File: config.mk
export PLATFORM = sky130hd
export DESIGN_NAME = qrs_div_cell
export DESIGN_NICKNAME = d
export VERILOG_FILES = /design/src/rtl/qrs_pkg.sv /design/src/rtl/qrs_div_cell.sv
export SDC_FILE = /design/constraint.sdc
export NUM_CORES = 1
export LEC_CHECK = 0
export BUFFER_PORTS_ARGS = -buffer_cell sky130_fd_sc_hd__buf_2
export CAP_MARGIN = 5
export CORE_AREA = 2 2 290 292
export CTS_CLUSTER_SIZE = 8
export DETAILED_ROUTE_END_ITERATION = 6
export DIE_AREA = 0 0 292 294
export SYNTH_ARGS = -nofsm -noshare
export SYNTH_HDL_FRONTEND = slang
export SYNTH_SLANG_ARGS = --single-unit
File: constraint.sdc
create_clock -name clk -period 0.8 [get_ports clk]
set_input_delay 0.04 -clock clk [delete_from_list [all_inputs] [get_ports clk]]
set_output_delay 0.04 -clock clk [all_outputs]
set_load 0.01 [all_outputs]
File: src/rtl/qrs_pkg.sv
// shared types and constants for the ray quadratic root select block
// no dependencies
package qrs_pkg;

    localparam int QRS_FRAC_BITS = 16;
    localparam int QRS_ADDR_W    = 3;
    localparam int QRS_TMIN_W    = 31;
    localparam int QRS_DISC_W    = 66;
    localparam int QRS_ROOT_W    = 33;
    localparam int QRS_REM_W     = 34;
    localparam int QRS_DEN_W     = 33;
    localparam int QRS_MAG_W     = 34;

    localparam logic [QRS_TMIN_W-1:0] QRS_TMIN_RESET = 31'd66;
    localparam logic                  QRS_REG_TMIN   = 1'b0;

    typedef struct packed {
        logic                  valid;
        logic                  miss;
        logic                  den_neg;
        logic                  n0_neg;
        logic                  n1_neg;
        logic signed [31:0]    b;
        logic signed [31:0]    best;
        logic [QRS_DEN_W-1:0]  den;
    } side_t;

    typedef struct packed {
        logic               hit;
        logic signed [31:0] t_nearest;
        logic signed [31:0] root_near;
        logic signed [31:0] root_far;
    } out_t;

endpackage

File: src/rtl/qrs_div_cell.sv
// one restoring step of the two pipelined root divisions
// depends on qrs_pkg
module qrs_div_cell #(
    parameter int NW = 50
) (
    input  logic                            clk,
    input  logic                            rst_n,
    input  logic                            en,
    input  qrs_pkg::side_t                  side_in,
    input  logic [NW-1:0]                   num0_in,
    input  logic [NW-1:0]                   num1_in,
    input  logic [qrs_pkg::QRS_DEN_W-1:0]   rem0_in,
    input  logic [qrs_pkg::QRS_DEN_W-1:0]   rem1_in,
    input  logic [NW-1:0]                   q0_in,
    input  logic [NW-1:0]                   q1_in,
    output qrs_pkg::side_t                  side_out,
    output logic [NW-1:0]                   num0_out,
    output logic [NW-1:0]                   num1_out,
    output logic [qrs_pkg::QRS_DEN_W-1:0]   rem0_out,
    output logic [qrs_pkg::QRS_DEN_W-1:0]   rem1_out,
    output logic [NW-1:0]                   q0_out,
    output logic [NW-1:0]                   q1_out
);
    import qrs_pkg::*;

    side_t                side_reg;
    logic [NW-1:0]        num0_reg, num1_reg, q0_reg, q1_reg;
    logic [QRS_DEN_W-1:0] rem0_reg, rem1_reg;
    logic [QRS_DEN_W:0]   sh0, sh1, den_x, diff0, diff1;
    logic                 ge0, ge1;

    assign den_x = {1'b0, side_in.den};
    assign sh0   = {rem0_in, num0_in[NW-1]};
    assign sh1   = {rem1_in, num1_in[NW-1]};
    assign diff0 = sh0 - den_x;
    assign diff1 = sh1 - den_x;
    assign ge0   = (sh0 >= den_x);
    assign ge1   = (sh1 >= den_x);

    always_ff @(posedge clk or negedge rst_n)
    begin
        if (!rst_n)
        begin
            side_reg <= '0;
        end
        else if (en)
        begin
            side_reg <= side_in;
        end
    end

    always_ff @(posedge clk)
    begin
        if (en)
        begin
            num0_reg <= {num0_in[NW-2:0], 1'b0};
            num1_reg <= {num1_in[NW-2:0], 1'b0};
            rem0_reg <= ge0 ? diff0[QRS_DEN_W-1:0] : sh0[QRS_DEN_W-1:0];
            rem1_reg <= ge1 ? diff1[QRS_DEN_W-1:0] : sh1[QRS_DEN_W-1:0];
            q0_reg   <= {q0_in[NW-2:0], ge0};
            q1_reg   <= {q1_in[NW-2:0], ge1};
        end
    end

    assign side_out = side_reg;
    assign num0_out = num0_reg;
    assign num1_out = num1_reg;
    assign rem0_out = rem0_reg;
    assign rem1_out = rem1_reg;
    assign q0_out   = q0_reg;
    assign q1_out   = q1_reg;

endmodule

# Yosys cells after proc, flatten, opt, wreduce, memory -nomap -nowiden
# Index checks and enable logic that the tools add are counted.
dict set report word_totals {
  word_cells 20
  regBits 366
}
dict set report op_classes {
  n_lt_le_gt_ge 2
  muxes 2
  n_addsub 2
}
# operator count
set op_table {}
lappend op_table {{$ge A34 B33 Y1} 2}
lappend op_table {{$mux W33} 2}
lappend op_table {{$sub A33 B33 Y33} 2}

# Logic depth before layout (Yosys ltp)
dict set report depth {
  depth_word 2
  mapped_depth 14
  mapped_depth_nobuf 13
}

# Worst setup path before layout
# OpenSTA, ideal clock, no wires.
dict set report synth_path {
  kind {input to register}
  start {input num1_in[49]}
  end {register rem1_reg[10], in the netlist rem1_out[10], data pin}
  path_buffers 1
  path_slack_ns -2.285
  path_stages 14
  required_time_ns 0.538
  setup_ns 0.262
  arrival_time_ns 2.823
  path_cell_list {inv_1 > ha_1 > inv_1 > fa_1 > a211oi_2 > o21ai_0 > a21o_1 > a41oi_2 > o21ai_1 > a221o_2 > a31oi_4 > o311ai_4 > buf_6 > mux2_1}
}
dict set report synth_between {
  elab_chain_cells 2
  elab_cells_between_ends 3
  cone_classes {add/sub (1); order compare (1); mux (1)}
}
# element line_no
set synth_rtl {}
lappend synth_rtl {{start, declared} qrs_div_cell.sv:11} ;# input logic [NW-1:0] num1_in,
lappend synth_rtl {{$sub A33 B33 Y33 or $ge A34 B33 Y1 (tied branches)} {qrs_div_cell.sv:36, qrs_div_cell.sv:38}}
lappend synth_rtl {{$mux W33 (*)} qrs_div_cell.sv:59} ;# rem1_reg <= ge1 ? diff1[QRS_DEN_W-1:0] : sh1[QRS_DEN_W-1:0];
lappend synth_rtl {{end signal, assigned} qrs_div_cell.sv:59}
lappend synth_rtl {{end, declared} qrs_div_cell.sv:28} ;# logic [QRS_DEN_W-1:0] rem0_reg, rem1_reg;
# Mark *: on every way between the ends. The rest lies on a longest branch, timed or not.
# A chain may end at the register's enable or synchronous reset.

# Worst setup path in the final report
dict set report layout_path {
  start {input num1_in[49]}
  end {register rem1_reg[13], in the netlist rem1_out[13], data pin}
}
# Same word-level chain as after synthesis.

==> qor.json <==
{
  "detailed_routing": {
    "route.final.wire_length_mm": 67.7,
    "wl_per_cell_um": 18.6,
    "drt_first_iter_violations": 495,
    "detail-route-antenna-nets": 0,
    "drt-pass1-iter-count": 6,
    "dr_total_vias": 14700,
    "via_per_inst": 4.05,
    "detail_route.drc_violations": 0
  },
  "clock_network": {
    "path_clk_slew_ns": 0.06,
    "tritoncts": "yes",
    "max-clock-path-buffers": 3,
    "clock_sinks": 366,
    "cts_root_buf": "sky130_fd_sc_hd__clkbuf_16",
    "cts.htree.levels": 2,
    "clock_latency_ns": 0.60,
    "cts-buffers-inserted": 53
  },
  "global_routing": {
    "first_global_vias": 15700,
    "grtUsageTotal_pct": 15.0,
    "antenna_found_initial": 13,
    "pin_count_of_the_biggest_net_entering_global_routing": 42,
    "total_gr_overflow": 0,
    "first_pass_grt_wire_length_mm": 96.2
  },
  "yosys": {
    "synth.distinct_cells": 70,
    "synth.most_common_cell": "sky130_fd_sc_hd__edfxtp_1",
    "cell_area_after_synthesis_um2": 16300,
    "share_of_the_synthesized_area_in_the_top_cell_type_pct": 48.7,
    "synthArstFlopShare_pct": 27.9,
    "dominantRegCellSynth": "sky130_fd_sc_hd__edfxtp_1",
    "post_synth_inst_count": 1077,
    "yosys_warnings": 0,
    "synth_commonest_cells": "264 x sky130_fd_sc_hd__edfxtp_1, 126 x sky130_fd_sc_hd__mux2_2, 102 x sky130_fd_sc_hd__dfrtp_1",
    "ys_seq_elements": 366,
    "post_synth.cell_area_avg_um2": 15.1,
    "synth_sequential_area_ratio_pct": 64.4,
    "synth_enable_flop_cells": 264,
    "synthTopCellsByArea": "sky130_fd_sc_hd__edfxtp_1 49%, sky130_fd_sc_hd__dfrtp_1 16%, sky130_fd_sc_hd__mux2_2 8.7%",
    "synth_largest_area_cell": "sky130_fd_sc_hd__edfxtp_1"
  },
  "power_and_ir_drop": {
    "leakage_nw": 13.5,
    "max-vdd-ir-drop_mv": 1.49,
    "power.density_cell_area_nw_per_um2": 1960
  },
  "worst_setup_path": {
    "crit_start": "num1_in[49]",
    "worstSetupStartpointType": "input pin",
    "reg2regPathDepth": 2,
    "critical_path.max_fanout": 28,
    "timing.critical_path.to_type": "flop",
    "setup.worst_path.class": "in -> reg",
    "critical_path.reg2reg.endpoint": "side_out[92]$_DFFE_PN0P_",
    "r2r_start": "side_out[92]$_DFFE_PN0P_",
    "critical_path.endpoint": "rem1_out[13]$_DFFE_PP_",
    "reg2reg_setup_slack_ns": -0.09,
    "timing.critical_path.required_ns": 1.15,
    "cp.arrival_ns": 3.06
  },
  "timing": {
    "timing.final.crit_share_pct": 338,
    "rsz_0062_raised_after_global_routing": "true",
    "post_route_minimum_period_ns": 2.70,
    "finClkSkew_ns": 0,
    "maxSlewViolCount": 0,
    "finalHoldWorstSlack_ns": -0.259,
    "worst_setup_slack_final_ns": -1.90,
    "final-setup-viol-count": 484,
    "fmaxAchievable_mhz": 370,
    "finalHoldViolations": 4
  },
  "run_status": {
    "violated_checks": "negative hold slack, negative setup slack",
    "outcome": "complete, but fails checks"
  },
  "cells_and_area": {
    "numnets_final": 2968,
    "n_fill_cell": 7939,
    "post_route_cells_drive_above_1_share_pct": 52.9,
    "area_delta_synth_final_pct": 84.0,
    "finish.instance_area_um2": 30000
  },
  "floorplan": {
    "fp.dieW_um": 292,
    "fp.coreArea_um2": 82900,
    "pin_count": 739,
    "die_h_um": 294,
    "num_rows": 106,
    "die_area_um2": 85800,
    "start_util_pct": 19.6
  },
  "run": {
    "max-cap-violations": 0
  },
  "placement": {
    "dpl_worst_slack_ns": -2.63,
    "gp_congestion": 0.837,
    "portBuffers": 734,
    "placement.cell_area_um2": 23800,
    "place.detailed.hpwl_mm": 50.0
  },
  "min_path": {
    "holdCritStartpoint": "side_in[0]",
    "timing.hold.worst.class": "in -> reg"
  }
}
-- per-layer routing --
layer	wire (µm)	up-vias	GRT usage [%]
li1	-	6966	-
met1	25100	7095	16.1
met2	35300	518	27.4
met3	4850	117	4.48
met4	2370	12	6.27
met5	74	-	0
-- kinds of logic after synthesis --
logic type / synth area share, %
DFF: 64.4
muxes: 12.1
buffers and inverters: 2.37
other: 0.0230
AOI/OAI and AO/OA: 8.00
xor gates and xnor gates: 3.17
and+or+nand+nor: 4.63
adders and majority gates: 5.32
-- registers in the layout (all words and copies together), names as in the netlist --
register	count
q1_out	50
num1_out	49
rem0_out	33
side_out	102
q0_out	50
rem1_out	33
num0_out	49
-- where the power goes --
part	switching (mW)	leakage [nW]	internal [mW]
logic	6.47	8.98	7.99
clock network	8.38	0.726	12.5
registers	0.741	3.78	22.6
total	15.6	13.5	43.1
-- layout by cell type, fill, tap and decap left out, drive strengths merged, types with 3 or more instances in the layout --
cell | synthesis | routed
nor4b | 3 | 3
a221oi | 4 | 4
o21ai | 32 | 32
nor2b | 8 | 8
nand3 | 12 | 12
diode | 0 | 6
clkbuf | 20 | 69
o21bai | 11 | 11
o211ai | 5 | 5
inv | 52 | 51
nor2 | 30 | 30
xnor2 | 34 | 34
a211oi | 10 | 10
mux2i | 3 | 3
dfrtp | 102 | 102
a311oi | 3 | 3
and3 | 6 | 6
nand2 | 39 | 39
xor2 | 25 | 25
a21oi | 44 | 44
clkinv | 0 | 5
o21a | 8 | 8
ha | 66 | 66
dlygate4sd3 | 0 | 365
nand4 | 18 | 18
and2 | 5 | 5
or3 | 3 | 3
a31oi | 9 | 9
edfxtp | 264 | 264
nor3 | 12 | 12
o2111ai | 3 | 3
nand2b | 6 | 6
a21o | 32 | 32
mux2 | 164 | 164
buf | 14 | 1061
-- metrics by stage --
stage	utilization, %	power, mW	hold slack (ns)	std cells	setup TNS [ns]
2_1_floorplan	-	29.0	-0.256	1078	-139.60
3_3_place_gp	28.7	35.5	-0.0852	3151	-238.77
3_5_place_dp	28.7	35.6	-0.0845	3151	-240.51
4_1_cts	35.6	59.0	-0.311	3612	-275.39
5_1_grt	36.1	61.5	-0.290	3632	-277.70
6_report	36.1	58.7	-0.259	3634	-250.13
-- worst min path at each step --
stage | end | slack [ns] | depth (start not counted)
2_1_floorplan | side_out[0]$_DFFE_PN0P_ | -0.26 | 0
3_3_place_gp | side_out[93]$_DFFE_PN0P_ | -0.09 | 1
3_5_place_dp | side_out[93]$_DFFE_PN0P_ | -0.08 | 1
4_1_cts | side_out[0]$_DFFE_PN0P_ | -0.31 | 2
5_1_grt | side_out[0]$_DFFE_PN0P_ | -0.29 | 2
6_report | side_out[0]$_DFFE_PN0P_ | -0.26 | 2
-- worst max-delay path, cell delays in order --
cell and delay (ns):
sky130_fd_sc_hd__buf_8 0.11, sky130_fd_sc_hd__inv_12 0.04, sky130_fd_sc_hd__ha_4 0.12, sky130_fd_sc_hd__inv_2 0.03
sky130_fd_sc_hd__fa_2 0.38, sky130_fd_sc_hd__a211oi_4 0.25, sky130_fd_sc_hd__o21ai_2 0.09, sky130_fd_sc_hd__a21o_1 0.21
sky130_fd_sc_hd__a41oi_2 0.22, sky130_fd_sc_hd__buf_4 0.18, sky130_fd_sc_hd__o21ai_4 0.06, sky130_fd_sc_hd__a221o_2 0.40
sky130_fd_sc_hd__a31oi_4 0.21, sky130_fd_sc_hd__o311ai_4 0.14, sky130_fd_sc_hd__buf_12 0.19, sky130_fd_sc_hd__mux2_4 0.32
-- cell type report --
| cell class | instances | area, µm² | share of cell area [%] |
|---|---|---|---|
| diodes | 6 | 15.0 | 0.0501 |
| inverters | 52 | 243 | 0.810 |
| well taps | 1080 | 1350 | 4.51 |
| repair buffers | 1430 | 10600 | 35.5 |
| clock inverters | 7 | 82.6 | 0.276 |
| clock buffers | 67 | 1410 | 4.71 |
| flip-flops and latches | 366 | 10500 | 35.0 |
| multi-input cells | 626 | 5750 | 19.2 |
-- timing repair --
| item | 4_1_cts | 5_1_grt |
|---|---|---|
| setup buffers | 22 | 14 |
| gates cloned | 0 | 3 |
| hold endpoints to repair | 528 | 36 |
| resized for setup | 89 | 71 |
| pin swaps | 4 | 6 |
| endpoints found under the setup margin | 434 | 534 |
| hold buffers | 367 | 2 |
Note: power is estimated with default switching activity, not from simulation.
