[config.mk]
export PLATFORM = sky130hd
export DESIGN_NAME = qrs_sqrt_cell
export DESIGN_NICKNAME = d
export VERILOG_FILES = /design/src/rtl/qrs_pkg.sv /design/src/rtl/qrs_sqrt_cell.sv
export SDC_FILE = /design/constraint.sdc
export NUM_CORES = 1
export LEC_CHECK = 0
export BUFFER_PORTS_ARGS = -buffer_cell sky130_fd_sc_hd__buf_2
export CORE_AREA = 2 2 183 185
export DETAILED_ROUTE_END_ITERATION = 10
export DIE_AREA = 0 0 185 187
export GPL_ROUTABILITY_DRIVEN = 0
export PLACE_DENSITY = 0.72
export SYNTH_ARGS = -nofsm -noshare
export SYNTH_HDL_FRONTEND = slang
export SYNTH_SLANG_ARGS = --single-unit
[constraint.sdc]
create_clock -name clk -period 0.8 [get_ports clk]
set_clock_uncertainty 0.15 [all_clocks]
set_input_delay 0.16 -clock clk [delete_from_list [all_inputs] [get_ports clk]]
set_output_delay 0.16 -clock clk [all_outputs]
set_load 0.05 [all_outputs]
[src/rtl/qrs_pkg.sv]
// shared types and constants for the ray quadratic root select block
// no dependencies
package qrs_pkg;

    localparam int QRS_FRAC_BITS = 16;
    localparam int QRS_ADDR_W    = 3;
    localparam int QRS_TMIN_W    = 31;
    localparam int QRS_DISC_W    = 66;
    localparam int QRS_ROOT_W    = 33;
    localparam int QRS_REM_W     = 34;
    localparam int QRS_DEN_W     = 33;
    localparam int QRS_MAG_W     = 34;

    localparam logic [QRS_TMIN_W-1:0] QRS_TMIN_RESET = 31'd66;
    localparam logic                  QRS_REG_TMIN   = 1'b0;

    typedef struct packed {
        logic                  valid;
        logic                  miss;
        logic                  den_neg;
        logic                  n0_neg;
        logic                  n1_neg;
        logic signed [31:0]    b;
        logic signed [31:0]    best;
        logic [QRS_DEN_W-1:0]  den;
    } side_t;

    typedef struct packed {
        logic               hit;
        logic signed [31:0] t_nearest;
        logic signed [31:0] root_near;
        logic signed [31:0] root_far;
    } out_t;

endpackage

[src/rtl/qrs_sqrt_cell.sv]
// one radix-2 step of the pipelined discriminant square root
// depends on qrs_pkg
module qrs_sqrt_cell (
    input  logic                             clk,
    input  logic                             rst_n,
    input  logic                             en,
    input  qrs_pkg::side_t                   side_in,
    input  logic [qrs_pkg::QRS_DISC_W-1:0]   d_in,
    input  logic [qrs_pkg::QRS_REM_W-1:0]    rem_in,
    input  logic [qrs_pkg::QRS_ROOT_W-1:0]   root_in,
    output qrs_pkg::side_t                   side_out,
    output logic [qrs_pkg::QRS_DISC_W-1:0]   d_out,
    output logic [qrs_pkg::QRS_REM_W-1:0]    rem_out,
    output logic [qrs_pkg::QRS_ROOT_W-1:0]   root_out
);
    import qrs_pkg::*;

    side_t                 side_reg;
    logic [QRS_DISC_W-1:0] d_reg;
    logic [QRS_REM_W-1:0]  rem_reg;
    logic [QRS_ROOT_W-1:0] root_reg;
    logic [QRS_REM_W+1:0]  rem_sh;
    logic [QRS_REM_W+1:0]  trial;
    logic [QRS_REM_W+1:0]  diff;
    logic                  ge;

    assign rem_sh = {rem_in, d_in[QRS_DISC_W-1 -: 2]};
    assign trial  = {1'b0, root_in, 2'b01};
    assign diff   = rem_sh - trial;
    assign ge     = (rem_sh >= trial);

    always_ff @(posedge clk or negedge rst_n)
    begin
        if (!rst_n)
        begin
            side_reg <= '0;
        end
        else if (en)
        begin
            side_reg <= side_in;
        end
    end

    always_ff @(posedge clk)
    begin
        if (en)
        begin
            d_reg <= {d_in[QRS_DISC_W-3:0], 2'b00};
            if (ge)
            begin
                rem_reg  <= diff[QRS_REM_W-1:0];
                root_reg <= {root_in[QRS_ROOT_W-2:0], 1'b1};
            end
            else
            begin
                rem_reg  <= rem_sh[QRS_REM_W-1:0];
                root_reg <= {root_in[QRS_ROOT_W-2:0], 1'b0};
            end
        end
    end

    assign side_out = side_reg;
    assign d_out    = d_reg;
    assign rem_out  = rem_reg;
    assign root_out = root_reg;

endmodule

[After elaboration in Yosys (flattened, before gate mapping)]
Index checks and enable logic that the tools add are counted.
W data, S select, Z words.
Storage, ports and cells
  register bits after elaboration: 233
  bits of input ports: 238
  logic and storage cells: 15
Cells by class
  add/sub/neg operators: 1
  $lt $le $gt $ge: 1
  multiplexer cells: 2
Operators with widths (count)
  $ge A36 B35 Y1: 1
  $mux W34: 1
  $sub A34 B34 Y34: 1
  $mux W1: 1

[Depth between registers and ports, before layout]
Gate-level depths: netlist of the first run.
  depth in word-level cells: 2
  gate-level depth with buffers: 13
  depth with buffers taken out: 11

[Least setup slack after synthesis of the first run]
OpenSTA, ideal clock, no wires.
  kind: input -> register
  start point: input port root_in[0] in the netlist's numbering
  end point: register rem_reg[10] (netlist: rem_out[10]), data pin
  setup time: 0.260 ns
  arrival time: 2.622 ns
  required time: 0.390 ns
  setup slack: -2.233 ns
  cell stages on the path: 12
  path buffers: 1
  path through: inv_1 ha_1 nor2b_4 o31a_1 o31a_1 a211o_1 a211oi_4 o21ai_2 a21oi_4 inv_2 buf_6 mux2_4
On the way
  cells in the longest elaborated chain, start to end: 2
Ends and longest elaborated chain
  start: declaration: line qrs_sqrt_cell.sv:10  | input logic [qrs_pkg::QRS_ROOT_W-1:0] root_in,
  $sub A34 B34 Y34 or $ge A36 B35 Y1 (tied branches): line qrs_sqrt_cell.sv:29, qrs_sqrt_cell.sv:30
  $mux W34 (*): line qrs_sqrt_cell.sv:49  | if (ge)
  end signal: assignment: line qrs_sqrt_cell.sv:51  | rem_reg <= diff[QRS_REM_W-1:0];
  end signal: assignment: line qrs_sqrt_cell.sv:56  | rem_reg <= rem_sh[QRS_REM_W-1:0];
  end: declaration: line qrs_sqrt_cell.sv:20  | logic [QRS_REM_W-1:0] rem_reg;
Every way passes the cells marked *; elsewhere a longest branch is shown, timed or not.
A chain may end at the register's enable or synchronous reset.

[Worst setup path after layout of the first run]
  start point: input port root_in[0] in the netlist's numbering
  end point: register rem_reg[21] (netlist: rem_out[21]), data pin
The elaborated chain is that of the path after synthesis.

==> results of run 1 <==
[metal layers]
| metal | global-route usage | up-vias | part of all wire |
|---|---|---|---|
| met2 | 0.428 | 430 | 0.51 |
| li1 | - | 4291 | - |
| met4 | 0.122 | 4 | 0.059 |
| met1 | 0.246 | 4672 | 0.34 |
| met3 | 0.0683 | 125 | 0.082 |
| met5 | 0 | - | 0.00071 |
[cell usage in the layout, fill, tap and decap left out, drive strengths merged, types with 18 or more instances in the layout]
cell type    instances
a21o                21
a21oi               32
buf                651
clkbuf              35
dfrtp              102
dlygate4sd3        195
edfxtp             131
ha                  35
inv                 46
mux2               133
nand2               20
nor2                24
o21ai               18
[state kept, by name, summed over array words and instances (netlist names)]
signal,count
root_out,33
side_out,102
d_out,64
rem_out,34
[path summary, 6_finish.rpt]
path	end	startpoint	slack, ns
hold reg to reg	side_out[98]$_DFFE_PN0P_	side_out[98]$_DFFE_PN0P_	0.38
hold / removal	side_out[71]$_DFFE_PN0P_	side_in[71]	-0.23
setup / recovery	rem_out[21]$_DFFE_PP_	root_in[0]	-1.60
setup reg to reg	side_out[59]$_DFFE_PN0P_	side_out[59]$_DFFE_PN0P_	-0.30
max in group asynchronous	side_out[77]$_DFFE_PN0P_	rst_n	0.23
min in group asynchronous	side_out[75]$_DFFE_PN0P_	rst_n	0.05
[power groups by stage]
stage | Sequential, µW | Clock [µW] | Combinational, µW
2_1_floorplan | 19100 | 0 | 2730
3_3_place_gp | 15100 | 0 | 12000
3_5_place_dp | 15200 | 0 | 12100
4_1_cts | 15200 | 12300 | 14000
5_1_grt | 15400 | 12900 | 15200
6_report | 15300 | 12200 | 14600
[through the flow]
stage / cell area, µm² / worst slack, ns / hold slack (ns) / std cells / power [µW]
floorplan: 10600 / -2.03 / -0.286 / 700 / 21900
detailed placement: 15700 / -2.24 / 0.0462 / 1747 / 27300
finish: 20100 / -1.60 / -0.230 / 2023 / 42100
CTS: 19700 / -1.57 / -0.278 / 1995 / 41400
global placement: 15700 / -2.21 / 0.0484 / 1747 / 27100
global route: 20100 / -1.68 / -0.252 / 2021 / 43400
[kinds of logic after synthesis]
| family | count (synthesis) |
|---|---|
| xor+xnor | 28 |
| mux | 134 |
| buf+inv | 70 |
| other cells | 1 |
| fa+ha+maj | 35 |
| flops | 233 |
| compound gates | 113 |
| simple gates | 85 |
[layout make-up]
class                      count  area [µm²]  share of cell area
antenna                        5        12.5            0.000622
clock buffer                  35         757              0.0376
clock inverter                13         103             0.00510
inverter                      43         166             0.00827
multi-input combinational    397        3790               0.188
sequential                   233        6610               0.329
tap                          448         561              0.0279
timing repair buffer         849        8110               0.403
[repair_timing]
item                                   in CTS  in global routing
hold buffers                              195                  3
endpoints found under the hold margin     351                 58
resized for setup                         348                 62
setup endpoints to repair                 370                373
pin swaps                                   3                  2
setup buffers                               5                 22
==> results.md, run 1 <==
- Internal Pwr Total: between 20,000 and 30,000 µW
- Simple-gate share of the synthesized area: 0.0409
- Htree depth: 1
- First-pass GRT wire length: 61.9 mm
- Boundary pin count: ~470
- Synth cell types: 57
- EDFF count, synth: ~130
- Async S/R FF share, synth: 0.438
- Startpoint Class: input port
- Clk sinks: 233
- Max Transition Viols Final: 0
- RSZ-0062 raised after global routing: yes
- Compound-Gate Fraction of Synth Area: 0.0759
- Clock network power share: 0.290
- #FFs+latches synth: 233
- Syn Inst Count: 699
- HP Class: input port to flop
- Ys flop type: edfxtp_1
- CTS max path bufs: 3
- CP arrival: 2.54 ns
- Initial antenna violation count: 7
- Fmax: 416 MHz
- Clk Latency, worst-skew pair: 0.53 ns
- GR Overflow Total: 0
- Number of global-route vias before repair: 10,365
- Cells on worst reg2reg path: 2
- Via density: 4.71
- Post-route DRC: 0
- TritonCTS clock tree: yes
- Area added between synthesis and finish: 95.7%
- Final hold slack: -0.230 ns
- 1st-pass router iterations: 5
- Biggest cell delay along the critical path: 0.30 ns
- Wire per inst: 21.7 µm
- Largest net degree at the start of global routing: 37
- Adder-Cell Fraction of Synth Area: 0.0426
- Peak VDD IR: roughly 0.0016 V
- Register area share after synthesis: 0.631
- Final min period: 2.40 ns
- Critical path class: input port to flop
- Top post-synthesis cells by count: edfxtp_1 (131), mux2_2 (105), dfrtp_1 (102)
- P_sw: 14,000 µW
- Fin crit share: 3.01
- Bufs and invs on worst path: 4
- Hold path depth: 2
- Largest family of logic cells by synthesized area: multiplexers
- Crit-path slowest cell: mux2_4
- Vias after detailed routing: 9,522
- Synth area leaders: edfxtp_1 (38%), dfrtp_1 (25%), mux2_2 (12%), ha_1 (4.3%), mux2_4 (4.1%)
- Routed Wire Length: between 40 and 50 mm
- Count leader, synth: edfxtp_1
- Combinational share of power: 0.347
- Port Buffers: 470
- Final hold viol count: 48
- Rows: 67
- Die footprint: 34,600 µm²
- Mux contribution to synthesized area: 0.157
- CP top delay family: compound AO/OA/AOI/OAI gates
- Worst path depth: 13
- Setup violations, final: 370
- HPWL Detailed: around 28 mm
- 1st-iter DRT viols: 443
- Crit Path Max Fanout: 13
- FILL cells: 2,357
- Clock transition at the registers of the reported paths: ~0.060 ns
- CP cell instances: buf_8 -> inv_4 -> ha_4 -> nor2b_4 -> o31a_1 -> o31a_1 -> a211o_1 -> a211oi_4 -> o21ai_2 -> a21oi_4 -> inv_4 -> buf_12 -> mux2_4
- Cell taking the most area after synthesis: edfxtp_1
- Sequential power share: 0.362
- Layout cells sized above 1: 0.612
- Gr usage total: 0.237
- Root Driver: clkbuf_16
- PnR worst setup slack: -1.60 ns
- Routed Antenna Nets: 0
- Sw frac: 0.333
- Failing checks: hold timing, setup timing
- Synth top area share: 0.383
- Post-Syn Area: 10,300 µm²
- Die H: 187 µm
- Post-route setup TNS: -218.08 ns
- CTS buffer count: 26
- Final #Nets: 1,823
- Lkg Pwr: 0.00912 µW
- Initial core utilization: 0.313
- Core area: between 30,000 and 40,000 µm²
- XOR/XNOR Fraction of Synth Area: 0.0239
- CP Capture Type: flop
- Req. time, crit path: 0.93 ns
- Syn avg cell area: 14.7 µm²
- Power Dens Cells: 2090 nW/µm²
- Status: finished with violations
- Syn. warnings: 0
- Die W: 185 µm
- Max Cap Viol: 0
- Util after Layout: 0.612
Note: power is estimated with default switching activity, not from simulation.
==> run 2: changes to the inputs <==
Settings changed: CORE_AREA 2 2 183 185 to 2 2 186 188, CTS_BUF_LIST set to sky130_fd_sc_hd__clkbuf_8, DIE_AREA 0 0 185 187 to 0 0 188 190, PLACE_DENSITY 0.72 to 0.7.
==> results.md, run 2 (synthesized netlist as in run 1, its figures left out) <==
- Status: finished with violations
- Failing checks: hold timing, setup timing
- Via density: 4.64 (-1.4%)
- Reg-to-Reg End: side_out[14]$_DFFE_PN0P_
- TritonCTS clock tree: yes
- Routed Wire Length: 42.5 mm (-3.2%)
- HPWL Detailed: 26.5 mm (-4.5%)
- GR Overflow Total: 0 (unchanged)
- Crit Path Max Fanout: 12 (-1)
- Critical path class: input port to flop
- Gr usage total: 0.218 (-0.0188)
- Finished Layout Cells: 2,065 (+2.1%)
- Final min period: 2.35 ns (-0.0501 ns)
- HP Class: input port to flop
- Top Metal Used: met5
- CTS Hold Bufs: 199 (+2.1%)
- 1st-pass router iterations: 5 (unchanged)
- Root Driver: clkbuf_8
- Lkg Pwr: 0.00914 µW (+0.24%)
- Startpoint Class: input port
- Critical path's most frequent cell: o31a_1
- 1st-iter DRT viols: 420 (-5.2%)
- Boundary pin count: 473 (unchanged)
- Fmax: 425 MHz (+2.1%)
- CP Capture Type: flop
- Largest net degree at the start of global routing: 33 (-11%)
- Die footprint: 35,700 µm² (+3.3%)
- Bufs and invs on worst path: 3 (-1)
- Core area: 33,900 µm² (+3.3%)
- M1 wire length: 15.2 mm (+0.28%)
- Met3 WL: 3.08 mm (-15%)
- Port Buffers: 470 (unchanged)
- Biggest cell delay along the critical path: 0.30 ns (about the same)
- CP top delay family: compound AO/OA/AOI/OAI gates
- Initial antenna violation count: 4 (-3)
- Number of global-route vias before repair: 10,205 (-1.5%)
- Peak VDD IR: 0.00132 V (-18%)
- Reg2reg setup slack: -0.31 ns (about the same)
- Max Cap Viol: 0 (unchanged)
- Crit path to: rem_out[32]$_DFFE_PP_
- Req. time, crit path: 0.99 ns (+0.06 ns)
- Vias after detailed routing: 9,582 (+0.63%)
- Clock network power share: 0.271 (-0.019)
- Most frequent cells in the layout: buf_2 (233), dlygate4sd3_1 (199), buf_6 (177)
- CTS buffer count: 42 (+62%)
- CTS max path bufs: 3 (unchanged)
- Final hold slack: -0.262 ns (-0.0319 ns)
- Sequential power share: 0.373 (+0.011)
- Fin crit share: 2.94 (-0.0626)
- First-pass GRT wire length: 59.5 mm (-3.9%)
- Initial core utilization: 0.303 (-0.0100)
- Area added between synthesis and finish: 94.7%
- Die W: 188 µm (+1.6%)
- Htree depth: 2 (+1)
- RSZ-0062 raised after global routing: yes
- Worst path depth: 12 (-1)
- CP cell instances: buf_8 -> ha_4 -> nor2b_4 -> o31a_1 -> o31a_1 -> a211o_1 -> a211oi_4 -> o21ai_2 -> a21oi_4 -> inv_4 -> buf_12 -> mux2_4
- Sw frac: 0.345 (+0.0123)
- Routed Antenna Nets: 0 (unchanged)
- Final #Nets: 1,848 (+1.4%)
- Internal Pwr Total: 26,700 µW (-4.8%)
- Max Transition Viols Final: 0 (unchanged)
- Setup crit start: rem_in[0]
- P_sw: 14,100 µW (+0.53%)
- Worst R2R Start: side_out[14]$_DFFE_PN0P_
- Clk Latency, worst-skew pair: 0.57 ns (+0.04 ns)
- Clk sinks: 233 (unchanged)
- Number of flip-flops in the largest register: 102 (unchanged)
- Crit-path slowest cell: a211o_1
- Post-route setup TNS: -226.15 ns (-8.07 ns)
- Layout cells sized above 1: 0.610 (-0.00251)
- Setup violations, final: 371 (+0.27%)
- Rows: 68 (+1.5%)
- Commonest non-fill, non-tap cell in the layout: buf_2
- Placed insts: 1,756 (+0.52%)
- Pwr Total: 40,800 µW (-3.1%)
- Post-route DRC: 0 (unchanged)
- Die H: 190 µm (+1.6%)
- Power Dens Cells: 2040 nW/µm² (-2.6%)
- Combinational share of power: 0.356 (+0.009)
- Cells on worst reg2reg path: 2 (unchanged)
- WL met2: 22.1 mm (-2.0%)
- Final hold viol count: 62 (+29%)
- Clock transition at the registers of the reported paths: 0.06 ns (about the same)
- Wire per inst: 20.6 µm (-5.1%)
- CP arrival: 2.54 ns (about the same)
- PnR worst setup slack: -1.55 ns (+0.0501 ns)
[run 2: layer usage]
layer | GRT usage | up-vias
met5 | 0 | -
met4 | 0.108 | 2
met3 | 0.0686 | 126
met2 | 0.392 | 445
met1 | 0.230 | 4666
li1 | - | 4343
[run 2: worst min-delay path by stage]
stage	startpoint	depth (start not counted)	endpoint	slack (ns)
after floorplan	rst_n	0	side_out[0]$_DFFE_PN0P_	-0.29
after global placement	rst_n	1	side_out[22]$_DFFE_PN0P_	-0.1
after detailed placement	rst_n	1	side_out[1]$_DFFE_PN0P_	-0.10
after CTS	rem_in[25]	2	rem_out[27]$_DFFE_PP_	-0.32
after global routing	rem_in[25]	2	rem_out[27]$_DFFE_PP_	-0.30
final	rem_in[17]	2	rem_out[19]$_DFFE_PP_	-0.26
[run 2: final cells by class]
class	count	area [µm²]
fillers	2442	13900
repair buffers	858	8120
flip-flops and latches	233	6610
multi-input cells	397	3750
clock buffers	46	633
well taps	455	569
inverters	43	166
clock inverters	29	160
diodes	4	10.0
[run 2: timing repair]
item,CTS,global route
gates resized for setup,348,66
cloned,0,2
hold endpoints to repair,414,100
setup buffers,9,22
setup endpoints to repair,370,370
pin swaps,0,4
[run 2: metrics by stage]
stage	utilization	hold WS, ns	cell area, µm²	worst slack, ns
2_1_floorplan	-	-0.286	10600	-2.03
3_3_place_gp	0.460	-0.0985	15600	-2.19
3_5_place_dp	0.460	-0.102	15600	-2.24
4_1_cts	0.576	-0.319	19600	-1.50
5_1_grt	0.589	-0.304	20000	-1.60
6_report	0.590	-0.262	20000	-1.55
[run 2: power groups by stage]
stage / Clock, µW / Combinational [µW] / Sequential (µW)
finish: 11000 / 14500 / 15200
global route: 11800 / 15100 / 15300
CTS: 11300 / 13900 / 15100
detailed placement: 0 / 12000 / 15100
global placement: 0 / 11900 / 15100
floorplan: 0 / 2730 / 19100
[run 2: worst reg2reg max path: cells and delay by family, from the launching register on]
kind / cells / cell delay (ns)
buf+inv: 1 / 0.13
flops: 1 / 0.44
mux: 1 / 0.28
==> run 3: changes to the inputs <==
Settings changed: PLACE_DENSITY 0.7 to 0.58.
==> results.md, run 3 (synthesized netlist as in run 1, its figures left out) <==
- Lkg Pwr: 0.00909 µW (-0.58%)
- Boundary pin count: 473 (unchanged)
- Failing checks: hold timing, setup timing
- Root Driver: clkbuf_8
- Power Dens Cells: 2050 nW/µm² (+0.70%)
- Crit Path Max Fanout: 9 (-3)
- HP Class: input port to flop
- Placed insts: 1,760 (+0.23%)
- Initial core utilization: 0.303 (unchanged)
- Status: finished with violations
- 1st-iter DRT viols: 323 (-23%)
- Commonest non-fill, non-tap cell in the layout: buf_2
- Final hold slack: -0.226 ns (+0.0359 ns)
- Largest net degree at the start of global routing: 37 (+12%)
- Req. time, crit path: 0.95 ns (-0.04 ns)
- Clk Latency, worst-skew pair: 0.55 ns (-0.02 ns)
- CTS buffer count: 43 (+2.4%)
- Placed instance area: 15,400 µm² (-1.1%)
- Port Buffers: 470 (unchanged)
- CTS Hold Bufs: 199 (unchanged)
- Startpoint Class: input port
- Core area: 33,900 µm² (unchanged)
- Setup violations, final: 371 (unchanged)
- CTS max path bufs: 3 (unchanged)
- Fmax: 417 MHz (-1.7%)
- Critical path class: input port to flop
- Util after Layout: 0.586 (-0.00343)
- Die W: 188 µm (unchanged)
- Max Transition Viols Final: 0 (unchanged)
- Clock transition at the registers of the reported paths: 0.06 ns (about the same)
- First-pass GRT wire length: 56.2 mm (-5.6%)
- Rows: 68 (unchanged)
- Post-route DRC: 0 (unchanged)
- HPWL Detailed: 26.0 mm (-1.9%)
- Final instance area: 19,900 µm² (-0.58%)
- Vias after detailed routing: 9,410 (-1.8%)
- Die footprint: 35,700 µm² (unchanged)
- Final min period: 2.40 ns (+0.0411 ns)
- Layout cells sized above 1: 0.608 (-0.00200)
- Wire per inst: 19.1 µm (-7.3%)
- Fin crit share: 2.99 (+0.0513)
- Number of flip-flops in the largest register: 102 (unchanged)
- Gr usage total: 0.203 (-0.0146)
- CP arrival: 2.54 ns (about the same)
- Die H: 190 µm (unchanged)
- Clk sinks: 233 (unchanged)
- Routed Wire Length: 39.4 mm (-7.3%)
- Finished Layout Cells: 2,065 (unchanged)
- Area added between synthesis and finish: 93.6%
- Routed Antenna Nets: 0 (unchanged)
- 1st-pass router iterations: 5 (unchanged)
- Initial antenna violation count: 4 (unchanged)
- CP Capture Type: flop
- RSZ-0062 raised after global routing: yes
- GR Overflow Total: 0 (unchanged)
- Max Cap Viol: 0 (unchanged)
- Htree depth: 2 (unchanged)
- Most frequent cells in the layout: buf_2 (232), dlygate4sd3_1 (198), buf_6 (194)
- Final #Nets: 1,846 (-0.11%)
- PnR worst setup slack: -1.60 ns (-0.0411 ns)
- Number of global-route vias before repair: 10,130 (-0.73%)
- Via density: 4.56 (-1.8%)
- Peak VDD IR: 0.00141 V (+7.2%)
- TritonCTS clock tree: yes
- Final hold viol count: 49 (-21%)
==> run 3: final cells by class <==
cell class / instances / area, µm²
sequential: 233 / 6610
antenna: 2 / 5.00
clock inverter: 28 / 145
tap: 455 / 569
clock buffer: 52 / 716
timing repair buffer: 855 / 7970
fill: 2571 / 14000
inverter: 43 / 166
multi-input combinational: 397 / 3710
==> run 3: power by group <==
part / switching [µW] / internal (µW) / leakage (µW)
Sequential: 927 / 14200 / 0.00237
Combinational: 7530 / 6670 / 0.00622
Clock: 5280 / 6230 / 0.000492
Total: 13700 / 27100 / 0.00909
==> run 3: path summary, 6_finish.rpt <==
check                                         start                  endpoint  slack [ns]  depth (start not counted)
hold / removal                            rem_in[0]      rem_out[2]$_DFFE_PP_       -0.23                          2
setup / recovery                         root_in[0]     rem_out[23]$_DFFE_PP_       -1.60                         13
setup reg to reg           side_out[36]$_DFFE_PN0P_  side_out[36]$_DFFE_PN0P_       -0.38                          3
min in group asynchronous                     rst_n  side_out[28]$_DFFE_PN0P_       -0.08                          2
hold reg to reg            side_out[46]$_DFFE_PN0P_  side_out[46]$_DFFE_PN0P_        0.38                          1
max in group asynchronous                     rst_n  side_out[61]$_DFFE_PN0P_        0.16                          3
==> run 3: metal layers <==
metal	wire [µm]	global-route usage
met1	14200	0.212
met2	20600	0.373
met3	2820	0.0609
met5	23	0
met4	1790	0.0969
==> run 3: through the flow <==
stage | hold WS, ns | worst slack [ns] | power, µW | setup TNS [ns]
5_1_grt | -0.270 | -1.66 | 42400 | -234.27
3_3_place_gp | -0.109 | -2.14 | 26700 | -182.85
4_1_cts | -0.281 | -1.53 | 40600 | -223.46
3_5_place_dp | -0.114 | -2.17 | 26900 | -185.99
2_1_floorplan | -0.286 | -2.03 | 21900 | -109.78
6_report | -0.226 | -1.60 | 40800 | -217.77
==> run 3: what timing repair did <==
action | 4_1_cts | 5_1_grt
pin swaps | 1 | 1
setup endpoints to repair | 370 | 371
cloned | 1 | 0
hold endpoints to repair | 388 | 62
setup buffers | 5 | 19
gates resized for setup | 375 | 54
==> run 3: critical path: stages <==
cell	delay (ns)
buf_8	0.10
inv_4	0.04
ha_4	0.19
nor2b_4	0.12
o31a_1	0.27
o31a_1	0.25
a211o_1	0.29
a211oi_4	0.25
o21ai_2	0.12
a21oi_4	0.18
inv_4	0.10
buf_12	0.16
mux2_4	0.29
